<file path="config.mk">
export PLATFORM = sky130hd
export DESIGN_NAME = sql_comment_string_tokenizer_top
export DESIGN_NICKNAME = d
export VERILOG_FILES = /design/src/sqltok_pkg.sv /design/src/sqltok_front.sv /design/src/sqltok_op_fifo.sv /design/src/sqltok_back.sv /design/src/sqltok_rsp_fifo.sv /design/src/sql_comment_string_tokenizer_top.sv
export SDC_FILE = /design/constraint.sdc
export NUM_CORES = 1
export LEC_CHECK = 0
export BUFFER_PORTS_ARGS = -buffer_cell sky130_fd_sc_hd__buf_2
export CAP_MARGIN = 20
export CORE_UTILIZATION = 35
export CTS_BUF_LIST = sky130_fd_sc_hd__clkbuf_8 sky130_fd_sc_hd__clkbuf_16
export CTS_CLUSTER_DIAMETER = 200
export CTS_CLUSTER_SIZE = 28
export DETAILED_ROUTE_END_ITERATION = 10
export SLEW_MARGIN = 20
export SYNTH_ARGS = -nofsm -noshare
export SYNTH_HDL_FRONTEND = slang
export SYNTH_SLANG_ARGS = --single-unit
</file>
<file path="constraint.sdc">
create_clock -name clock -period 14.95 [get_ports clock]
set_input_delay 1.495 -clock clock [delete_from_list [all_inputs] [get_ports clock]]
set_output_delay 1.495 -clock clock [all_outputs]
set_load 0.02 [all_outputs]
</file>
<file path="src/sqltok_pkg.sv">
`timescale 1ns / 1ps
// Shared types, codes and constants for the SQL comment and string tokenizer.
// No dependencies.
package sqltok_pkg;

   localparam int POSITION_BITS = 16;
   localparam int POS_W         = POSITION_BITS + 1;
   localparam logic [POS_W-1:0] POS_LIMIT = {1'b1, {POSITION_BITS{1'b0}}};

   localparam logic [1:0] KIND_START = 2'd0;
   localparam logic [1:0] KIND_UNIT  = 2'd1;
   localparam logic [1:0] KIND_END   = 2'd2;

   localparam logic [2:0] OPEN_NONE  = 3'd0;
   localparam logic [2:0] OPEN_TEXT  = 3'd1;
   localparam logic [2:0] OPEN_LINE  = 3'd2;
   localparam logic [2:0] OPEN_BLOCK = 3'd3;
   localparam logic [2:0] OPEN_QUOTE = 3'd4;
   localparam logic [2:0] OPEN_BACKQ = 3'd6;

   localparam logic [2:0] TT_TEXT  = 3'd0;
   localparam logic [2:0] TT_LINE  = 3'd1;
   localparam logic [2:0] TT_BLOCK = 3'd2;

   localparam logic [1:0] QC_NONE   = 2'd0;
   localparam logic [1:0] QC_SINGLE = 2'd1;
   localparam logic [1:0] QC_DOUBLE = 2'd2;
   localparam logic [1:0] QC_BACKQ  = 2'd3;

   localparam logic [15:0] U_HASH   = 16'h0023;
   localparam logic [15:0] U_DASH   = 16'h002D;
   localparam logic [15:0] U_SLASH  = 16'h002F;
   localparam logic [15:0] U_STAR   = 16'h002A;
   localparam logic [15:0] U_BSLASH = 16'h005C;
   localparam logic [15:0] U_BACKQ  = 16'h0060;
   localparam logic [15:0] U_DQUOTE = 16'h0022;
   localparam logic [15:0] U_SQUOTE = 16'h0027;
   localparam logic [15:0] U_LF     = 16'h000A;

   typedef struct packed {
      logic [1:0]  kind;
      logic [15:0] code_unit;
      logic [2:0]  open_type;
   } req_type;

   typedef struct packed {
      logic [15:0] span_start;
      logic [16:0] span_end;
      logic [2:0]  token_type;
      logic        open_left;
      logic        open_right;
      logic        is_final;
      logic        overflowed;
   } rsp_type;

   typedef enum logic [1:0] {
      OP_START,
      OP_UNIT,
      OP_END
   } op_kind_type;

   typedef struct packed {
      op_kind_type              kind;
      logic                     has_held;
      logic [15:0]              unit;
      logic [15:0]              next;
      logic [POSITION_BITS-1:0] pos;
      logic [POS_W-1:0]         end_pos;
      logic [2:0]               open_type;
      logic                     ovf;
   } op_type;

   typedef struct packed {
      logic [1:0] count;
      rsp_type    item0;
      rsp_type    item1;
   } rsp_wr_type;

   function automatic logic [15:0] to_start(input logic [POSITION_BITS-1:0] v);
      logic [63:0] w;
      w = 64'(v);
      return w[15:0];
   endfunction

   function automatic logic [16:0] to_end(input logic [POS_W-1:0] v);
      logic [63:0] w;
      w = 64'(v);
      return w[16:0];
   endfunction

   function automatic logic [1:0] quote_code(input logic [15:0] c);
      logic [1:0] q;
      q = QC_NONE;
      if (c == U_SQUOTE) q = QC_SINGLE;
      if (c == U_DQUOTE) q = QC_DOUBLE;
      if (c == U_BACKQ)  q = QC_BACKQ;
      return q;
   endfunction

endpackage

</file>
<file path="src/sqltok_front.sv">
`timescale 1ns / 1ps
// Front end: accepts input beats, keeps the one-unit lookahead and the position
// counter, and turns each start, unit or end beat into an operation. Depends on sqltok_pkg.
module sqltok_front (
   input  logic                clock,
   input  logic                reset,
   input  logic                req_push,
   input  sqltok_pkg::req_type req_item,
   output logic                req_full,
   input  logic                op_full,
   output logic                op_push,
   output sqltok_pkg::op_type  op_item
);
   import sqltok_pkg::*;

   logic [15:0]      held_unit_ff, held_unit_in;
   logic             held_valid_ff, held_valid_in;
   logic [POS_W-1:0] position_ff, position_in;
   logic             overflow_ff, overflow_in;
   logic             accept;

   assign req_full = op_full;

   always_comb begin
      accept          = req_push && !op_full;
      held_unit_in    = held_unit_ff;
      held_valid_in   = held_valid_ff;
      position_in     = position_ff;
      overflow_in     = overflow_ff;
      op_push         = 1'b0;
      op_item.kind      = OP_UNIT;
      op_item.has_held  = held_valid_ff;
      op_item.unit      = held_unit_ff;
      op_item.next      = req_item.code_unit;
      op_item.pos       = POSITION_BITS'(position_ff - 1'b1);
      op_item.end_pos   = position_ff;
      op_item.open_type = req_item.open_type;
      op_item.ovf       = overflow_ff;
      if (accept) begin
         unique case (req_item.kind)
            KIND_START: begin
               op_item.kind  = OP_START;
               op_push       = 1'b1;
               held_unit_in  = '0;
               held_valid_in = 1'b0;
               position_in   = '0;
               overflow_in   = 1'b0;
            end
            KIND_UNIT: begin
               op_push = 1'b1;
               if (position_ff < POS_LIMIT) begin
                  position_in = position_ff + 1'b1;
               end else begin
                  overflow_in = 1'b1;
               end
               held_unit_in  = req_item.code_unit;
               held_valid_in = 1'b1;
            end
            KIND_END: begin
               op_item.kind  = OP_END;
               op_item.next  = '0;
               op_push       = 1'b1;
               held_unit_in  = '0;
               held_valid_in = 1'b0;
               position_in   = '0;
               overflow_in   = 1'b0;
            end
            default: begin
            end
         endcase
      end
   end

   always_ff @(posedge clock) begin
      if (reset) begin
         held_unit_ff  <= '0;
         held_valid_ff <= 1'b0;
         position_ff   <= '0;
         overflow_ff   <= 1'b0;
      end else begin
         held_unit_ff  <= held_unit_in;
         held_valid_ff <= held_valid_in;
         position_ff   <= position_in;
         overflow_ff   <= overflow_in;
      end
   end

endmodule

</file>
<file path="src/sqltok_op_fifo.sv">
`timescale 1ns / 1ps
// Two-entry queue of operations between front and back end.
// Depends on sqltok_pkg.
module sqltok_op_fifo (
   input  logic               clock,
   input  logic               reset,
   input  logic               push,
   input  sqltok_pkg::op_type push_item,
   output logic               full,
   input  logic               pop,
   output logic               empty,
   output sqltok_pkg::op_type head
);
   import sqltok_pkg::*;

   op_type     mem_ff [2];
   logic       wr_ptr_ff, wr_ptr_in;
   logic       rd_ptr_ff, rd_ptr_in;
   logic [1:0] count_ff, count_in;

   assign full  = count_ff == 2'd2;
   assign empty = count_ff == 2'd0;
   assign head  = mem_ff[rd_ptr_ff];

   always_comb begin
      wr_ptr_in = push ? !wr_ptr_ff : wr_ptr_ff;
      rd_ptr_in = pop ? !rd_ptr_ff : rd_ptr_ff;
      count_in  = count_ff + 2'(push) - 2'(pop);
   end

   always_ff @(posedge clock) begin
      if (push) begin
         mem_ff[wr_ptr_ff] <= push_item;
      end
   end

   always_ff @(posedge clock) begin
      if (reset) begin
         wr_ptr_ff <= 1'b0;
         rd_ptr_ff <= 1'b0;
         count_ff  <= '0;
      end else begin
         wr_ptr_ff <= wr_ptr_in;
         rd_ptr_ff <= rd_ptr_in;
         count_ff  <= count_in;
      end
   end

endmodule

</file>
<file path="src/sqltok_back.sv">
`timescale 1ns / 1ps
// Back end: comment, literal and escape tracking; opens and closes spans and
// emits up to two result beats per operation. Depends on sqltok_pkg.
module sqltok_back (
   input  logic                   clock,
   input  logic                   reset,
   input  logic                   op_empty,
   input  sqltok_pkg::op_type     op_head,
   output logic                   op_pop,
   input  logic                   rsp_room,
   output sqltok_pkg::rsp_wr_type rsp_wr
);
   import sqltok_pkg::*;

   typedef struct packed {
      logic                     in_literal;
      logic                     in_line;
      logic                     in_block;
      logic                     escape;
      logic [1:0]               quote_char;
      logic                     token_active;
      logic [POSITION_BITS-1:0] token_begin;
      logic [2:0]               token_kind;
      logic                     token_left_open;
      logic                     skip_next;
   } back_state_type;

   back_state_type state_ff, state_in;

   function automatic rsp_type make_span(input back_state_type st,
                                         input logic [POS_W-1:0] e,
                                         input logic ro, input logic ovf);
      rsp_type r;
      r.span_start = to_start(st.token_begin);
      r.span_end   = to_end(e);
      r.token_type = st.token_kind;
      r.open_left  = st.token_left_open;
      r.open_right = ro;
      r.is_final   = 1'b0;
      r.overflowed = ovf;
      return r;
   endfunction

   always_comb begin
      back_state_type           s;
      rsp_type                  u, f;
      logic                     u_v, f_v;
      logic [15:0]              c, n;
      logic [POSITION_BITS-1:0] h;
      logic [POS_W-1:0]         h_ext, e;
      logic [1:0]               q;
      s      = state_ff;
      u      = '0;
      f      = '0;
      u_v    = 1'b0;
      f_v    = 1'b0;
      c      = op_head.unit;
      n      = op_head.next;
      h      = op_head.pos;
      h_ext  = POS_W'(h);
      e      = '0;
      q      = QC_NONE;
      op_pop = !op_empty && rsp_room;

      unique case (op_head.kind)
         OP_START: begin
            s = '0;
            if (op_head.open_type >= OPEN_TEXT && op_head.open_type <= OPEN_BACKQ) begin
               s.token_active    = 1'b1;
               s.token_kind      = op_head.open_type - OPEN_TEXT;
               s.token_left_open = 1'b1;
               if (op_head.open_type == OPEN_BLOCK) begin
                  s.in_block = 1'b1;
               end else if (op_head.open_type >= OPEN_QUOTE) begin
                  s.in_literal = 1'b1;
                  s.quote_char = 2'(op_head.open_type - OPEN_BLOCK);
               end
            end
         end
         OP_UNIT, OP_END: begin
            if (op_head.has_held && s.skip_next) begin
               s.skip_next = 1'b0;
            end else if (op_head.has_held) begin
               if (!s.token_active) begin
                  s.token_active    = 1'b1;
                  s.token_begin     = h;
                  s.token_kind      = TT_TEXT;
                  s.token_left_open = 1'b0;
               end
               if (!s.in_line && !s.in_block && !s.in_literal) begin
                  s.in_line = (c == U_HASH) || (c == U_DASH && n == U_DASH);
                  if (s.in_line) begin
                     u_v = h_ext > POS_W'(s.token_begin);
                     u   = make_span(s, h_ext, 1'b0, op_head.ovf);
                     s.token_active    = 1'b1;
                     s.token_begin     = h;
                     s.token_kind      = TT_LINE;
                     s.token_left_open = 1'b0;
                  end
               end
               if (!s.in_line && !s.in_block && !s.in_literal &&
                   c == U_SLASH && n == U_STAR) begin
                  s.in_block = 1'b1;
                  u_v = h_ext > POS_W'(s.token_begin);
                  u   = make_span(s, h_ext, 1'b0, op_head.ovf);
                  s.token_active    = 1'b1;
                  s.token_begin     = h;
                  s.token_kind      = TT_BLOCK;
                  s.token_left_open = 1'b0;
                  s.skip_next       = 1'b1;
               end
               if (s.in_block && !s.in_line && !s.in_literal &&
                   c == U_STAR && n == U_SLASH) begin
                  s.in_block = 1'b0;
                  if (s.token_active && s.token_kind == TT_BLOCK) begin
                     e = h_ext + POS_W'(2);
                     if (e > POS_LIMIT) begin
                        e = POS_LIMIT;
                     end
                     u_v = e > POS_W'(s.token_begin);
                     u   = make_span(s, e, 1'b0, op_head.ovf);
                     s.token_active = 1'b0;
                  end
                  s.skip_next = 1'b1;
               end
               q = quote_code(c);
               if (!s.escape && !s.in_line && !s.in_block && q != QC_NONE) begin
                  if (!s.in_literal || q == s.quote_char) begin
                     s.in_literal = !s.in_literal;
                     s.quote_char = q;
                     e = s.in_literal ? h_ext : h_ext + 1'b1;
                     if (s.token_active) begin
                        u_v = e > POS_W'(s.token_begin);
                        u   = make_span(s, e, 1'b0, op_head.ovf);
                        s.token_active = 1'b0;
                     end
                     if (s.in_literal) begin
                        s.token_active    = 1'b1;
                        s.token_begin     = h;
                        s.token_kind      = {1'b0, q} + 3'd2;
                        s.token_left_open = 1'b0;
                     end
                  end
               end
               if (c == U_LF && n != U_LF) begin
                  s.in_line = 1'b0;
                  if (s.token_active && s.token_kind == TT_LINE) begin
                     u_v = h_ext > POS_W'(s.token_begin);
                     u   = make_span(s, h_ext, 1'b0, op_head.ovf);
                     s.token_active = 1'b0;
                  end
               end
               s.escape = s.escape ? 1'b0 : (c == U_BSLASH);
            end
            if (op_head.kind == OP_END) begin
               if (s.token_active) begin
                  f_v = op_head.end_pos > POS_W'(s.token_begin);
                  f   = make_span(s, op_head.end_pos, s.in_block || s.in_literal,
                                  op_head.ovf);
               end
               if (f_v) begin
                  f.is_final = 1'b1;
               end else begin
                  u.is_final = 1'b1;
               end
               s = '0;
            end
         end
         default: begin
         end
      endcase

      state_in     = op_pop ? s : state_ff;
      rsp_wr.count = op_pop ? (2'(u_v) + 2'(f_v)) : 2'd0;
      rsp_wr.item0 = u_v ? u : f;
      rsp_wr.item1 = f;
   end

   always_ff @(posedge clock) begin
      if (reset) begin
         state_ff <= '0;
      end else begin
         state_ff <= state_in;
      end
   end

endmodule

</file>
<file path="src/sqltok_rsp_fifo.sv">
`timescale 1ns / 1ps
// Four-entry result queue taking up to two beats per cycle, one out per cycle.
// Depends on sqltok_pkg.
module sqltok_rsp_fifo (
   input  logic                   clock,
   input  logic                   reset,
   input  sqltok_pkg::rsp_wr_type wr,
   output logic                   room,
   input  logic                   pop,
   output logic                   empty,
   output sqltok_pkg::rsp_type    head
);
   import sqltok_pkg::*;

   rsp_type    mem_ff [4];
   logic [1:0] wr_ptr_ff, wr_ptr_in;
   logic [1:0] rd_ptr_ff, rd_ptr_in;
   logic [2:0] count_ff, count_in;
   logic       do_pop;

   assign empty = count_ff == 3'd0;
   assign room  = count_ff <= 3'd2;
   assign head  = mem_ff[rd_ptr_ff];

   always_comb begin
      do_pop    = pop && !empty;
      wr_ptr_in = wr_ptr_ff + wr.count;
      rd_ptr_in = rd_ptr_ff + 2'(do_pop);
      count_in  = count_ff + 3'(wr.count) - 3'(do_pop);
   end

   always_ff @(posedge clock) begin
      if (wr.count != 2'd0) begin
         mem_ff[wr_ptr_ff] <= wr.item0;
      end
      if (wr.count == 2'd2) begin
         mem_ff[wr_ptr_ff + 2'd1] <= wr.item1;
      end
   end

   always_ff @(posedge clock) begin
      if (reset) begin
         wr_ptr_ff <= '0;
         rd_ptr_ff <= '0;
         count_ff  <= '0;
      end else begin
         wr_ptr_ff <= wr_ptr_in;
         rd_ptr_ff <= rd_ptr_in;
         count_ff  <= count_in;
      end
   end

endmodule

</file>
<file path="src/sql_comment_string_tokenizer_top.sv">
`timescale 1ns / 1ps
// Top level of the SQL comment and string tokenizer: front end, op queue,
// back end and result queue. Depends on sqltok_pkg and all sqltok_ modules.
//
//  channel   direction  ports                          beat
//  request   in         req_push, req_full, req_item   one code unit, start or end
//  response  out        rsp_pop, rsp_empty, rsp_item   one span
//
// One request beat per cycle while req_full is low. The back end retires one op per cycle
// while the result queue has room for two beats; a span passes the op queue and then the
// result queue to reach the result ports, and a code unit is completed by the beat after it.
// An end beat yields up to two spans, other beats at most one.
// Synchronous reset empties both queues and clears the sentence state.
// req_full follows the two-entry op queue, so a stalled result side backs up
// into the request side after a few beats.
module sql_comment_string_tokenizer_top (
   input  logic                clock,
   input  logic                reset,
   input  logic                req_push,
   input  sqltok_pkg::req_type req_item,
   output logic                req_full,
   input  logic                rsp_pop,
   output logic                rsp_empty,
   output sqltok_pkg::rsp_type rsp_item
);
   import sqltok_pkg::*;

   logic       op_push, op_full, op_pop, op_empty;
   op_type     op_in, op_head;
   logic       rsp_room;
   rsp_wr_type rsp_wr;

   sqltok_front u_front (
      .clock    (clock),
      .reset    (reset),
      .req_push (req_push),
      .req_item (req_item),
      .req_full (req_full),
      .op_full  (op_full),
      .op_push  (op_push),
      .op_item  (op_in)
   );

   sqltok_op_fifo u_op_fifo (
      .clock     (clock),
      .reset     (reset),
      .push      (op_push),
      .push_item (op_in),
      .full      (op_full),
      .pop       (op_pop),
      .empty     (op_empty),
      .head      (op_head)
   );

   sqltok_back u_back (
      .clock    (clock),
      .reset    (reset),
      .op_empty (op_empty),
      .op_head  (op_head),
      .op_pop   (op_pop),
      .rsp_room (rsp_room),
      .rsp_wr   (rsp_wr)
   );

   sqltok_rsp_fifo u_rsp_fifo (
      .clock (clock),
      .reset (reset),
      .wr    (rsp_wr),
      .room  (rsp_room),
      .pop   (rsp_pop),
      .empty (rsp_empty),
      .head  (rsp_item)
   );

   a_wr_room : assert property (@(posedge clock) disable iff (reset)
      rsp_wr.count != 2'd0 |-> rsp_room)
      else $error("result write without room");

   a_two_from_end : assert property (@(posedge clock) disable iff (reset)
      rsp_wr.count == 2'd2 |-> op_head.kind == OP_END)
      else $error("two spans from a non-end op");

   a_final_from_end : assert property (@(posedge clock) disable iff (reset)
      (rsp_wr.count != 2'd0 && rsp_wr.item0.is_final) |-> op_head.kind == OP_END)
      else $error("final span from a non-end op");

   a_fill_source : assert property (@(posedge clock) disable iff (reset)
      $fell(rsp_empty) |-> $past(rsp_wr.count != 2'd0))
      else $error("result queue filled without a write");

endmodule

</file>
==> metrics.txt <==
vias per inst between 5 and 6; antenna violations before repair 1; crit-path max cell delay roughly 750 ps; Startpoint Class flop; clk slew on worst S/H paths ~100 ps; ant diodes 0; DR WL/cell 23.26 um; CTS HTree Levels 1; nets ~2100; Non-Filler Instances between 2000 and 3000; crit end category flop; count leader, synth edfxtp_1; Sum Neg Setup Slack 0 ps; DRT antenna net count 0; largest fanout on the critical path between 40 and 50; vias in the first global route between 15000 and 20000; post-synthesis sequential area ratio 48.46%; ys async rst share 0%; Tmin final ~8600 ps; clk_skew between 30 and 40 ps; arrival time worst endpoint a little under 9000 ps; CTS Hold Bufs 0; WS Path Type reg -> reg; Critical Path Most Common Cell buf_4; Pre-Repair DR Iteration Count 7; post-synth cell types 94; number of synthesized register bits ~380; f_max 116.7 MHz; clock buffer depth 3; Worst path slowest cell dfxtp_4; Initial Util 35.48%; Int Power approximately 2.0 mW; Sw Ratio approximately two fifths; Sw Pwr between 1 and 1.5 mW; Adder-Cell Fraction of Synth Area around 6.7%; half-perimeter wire length after placement roughly 47000 um; Synth Area in XOR/XNOR under 10%; worst-skew pair later-pin latency 560 ps; global route total overflow 0; post-synthesis compound-gate area fraction a little under an eighth; synth warn 0; fraction of layout cells with a size suffix above 1 about an eighth; Clock Power Share 15.8%; CTS sink cnt 379; largest net degree at the start of global routing between 60 and 70; Tightest Pin Transition between 1000 and 1500 ps; syn_area_per_cell between 10 and 15 sq um; status complete, no violations; Gate power share about 47%; die height about 250 um; Post-Route Utilization between 30% and 40%; die area between 0.06 and 0.07 sq mm; unrepaired setup endpoints after global routing false; synthesized cell area approximately 0.022 sq mm; DRC 0; CTS root buf clkbuf_16; Synth Net Count between 2000 and 2500; total CTS buffers 17; CTS tree done; Final Slew Violations 0; DR iter-0 viols between 1500 and 2000; largest family of logic cells by synthesized area multiplexers; GRT Total Usage 20.07%; worst endpoint required time 15160 ps; Leak Pwr between 8 and 9 nW; # Post-CTS Setup Buffers 0; core area between 0.06 and 0.07 sq mm; first-pass GRT wire length between 90000 and 100000 um; simple-gate area share of the yosys netlist roughly an eighth; area share of the largest cell type after synthesis approximately two fifths; top cell type by total area after synthesis edfxtp_1; sequential power share between 30 and 40%; peak supply drop 71.77 uV; number of synthesized flops with an enable pin 304; I/O Pins between 60 and 70; Post-Route WL between 60000 and 70000 um; GPL Wtd Cong 1.019; post_cts resized 0; Die W between 200 and 300 um; Synth area leaders edfxtp_1, mux2i_1, dfxtp_1; Max-slew headroom 26.15%; Mapped Cells between 1500 and 2000; max-cap viol count 0; commonest cells in the netlist edfxtp_1, mux2i_1, nor2_1; Via Count roughly 16000; setup violators final 0; Power Density 146.5 mW/mm^2; area grow syn2layout 7.735%; I/O Buffers 66; Tcrit/Tclk final between 50 and 60%; class of the worst hold path reg -> reg; placed cell count around 2700; ys flop type edfxtp_1; # rows between 90 and 100; post-synthesis mux area share 14.39%; final hold vios 0
==> layout by cell type, fill, tap and decap left out, types with 40 or more instances in the layout <==
cell type  count
edfxtp_1     304
mux2i_1      178
nor2_1       156
nand2_1      145
ha_1         116
a21oi_1       77
o21ai_0       77
dfxtp_1       72
buf_2         66
inv_1         64
nand3_1       48
mux4_2        40
==> flip-flops by register name (all words and copies together), names as in the netlist, 2 cells and up, named ones only <==
| name | cells |
|---|---|
| u_rsp_fifo.mem_ff | 160 |
| u_front.held_unit_ff | 16 |
| u_op_fifo.mem_ff | 144 |
| u_rsp_fifo.wr_ptr_ff | 2 |
| u_front.position_ff | 17 |
| u_back.state_ff | 28 |
| u_op_fifo.count_ff | 2 |
| u_rsp_fifo.count_ff | 3 |
| u_rsp_fifo.rd_ptr_ff | 2 |
==> power by group through the flow <==
| stage | combinational (mW) | sequential (mW) | clock (mW) |
|---|---|---|---|
| 2_1_floorplan | 1.13 | 1.28 | 0 |
| 5_1_grt | 1.78 | 1.31 | 0.591 |
| 6_report | 1.62 | 1.30 | 0.545 |
| 4_1_cts | 1.61 | 1.30 | 0.559 |
| 3_3_place_gp | 1.58 | 1.32 | 0 |
| 3_5_place_dp | 1.60 | 1.32 | 0 |
==> through the flow <==
stage          cell area, sq um  power, mW  hold slack (ps)  setup slack (ps)
2_1_floorplan             21940      2.412            423.7              5621
3_3_place_gp              23150      2.902            438.2              6595
3_5_place_dp              23150      2.922            440.7              6407
4_1_cts                   23630      3.466            459.2              6412
5_1_grt                   23630      3.684            481.7              5688
6_report                  23630      3.462            465.4              6379
==> critical path, delay by kind of cell, from the launching register on <==
kind | cells | cell delay (ps)
compound gates | 13 | 3590
simple gates | 4 | 1280
fa+ha+maj | 2 | 630
buf+inv | 5 | 1470
flops | 1 | 750
mux | 1 | 410
==> cell type report <==
cell class                      instances  area (sq um)
Timing Repair Buffer                  100         585.6
Fill cell                            6010         38190
Sequential cell                       379         10640
Inverter                               60         225.2
Tap cell                              837          1047
Clock inverter                         12         57.56
Multi-Input combinational cell       1372         10660
Clock buffer                           17         425.4
==> final timing paths <==
path,start,end,slack (ps),cells after the start
hold / removal,u_front.held_unit_ff[5],u_op_fifo.mem_ff[0][58],470,0
hold reg to reg,u_front.held_unit_ff[5],u_op_fifo.mem_ff[0][58],470,0
setup / recovery,flop,u_rsp_fifo.mem_ff[2][13],6380,25
setup reg to reg,flop,u_rsp_fifo.mem_ff[2][13],6380,25
==> cell families after synthesis <==
logic type | count (synthesis)
simple gates | 563
flops | 379
compound gates | 373
mux | 260
buf+inv | 161
fa+ha+maj | 117
xor+xnor | 59
==> metal layers <==
metal	GRT usage (%)	part of all wire, %	wire (um)	vias to the layer above
met5	0	0.020	13	-
met4	5.870	2.6	1698	2
met3	1.926	5.6	3629	76
met2	31.54	45	29030	530
met1	29.24	47	30210	7909
li1	-	-	-	7329
(Power assumes the default switching activity.)
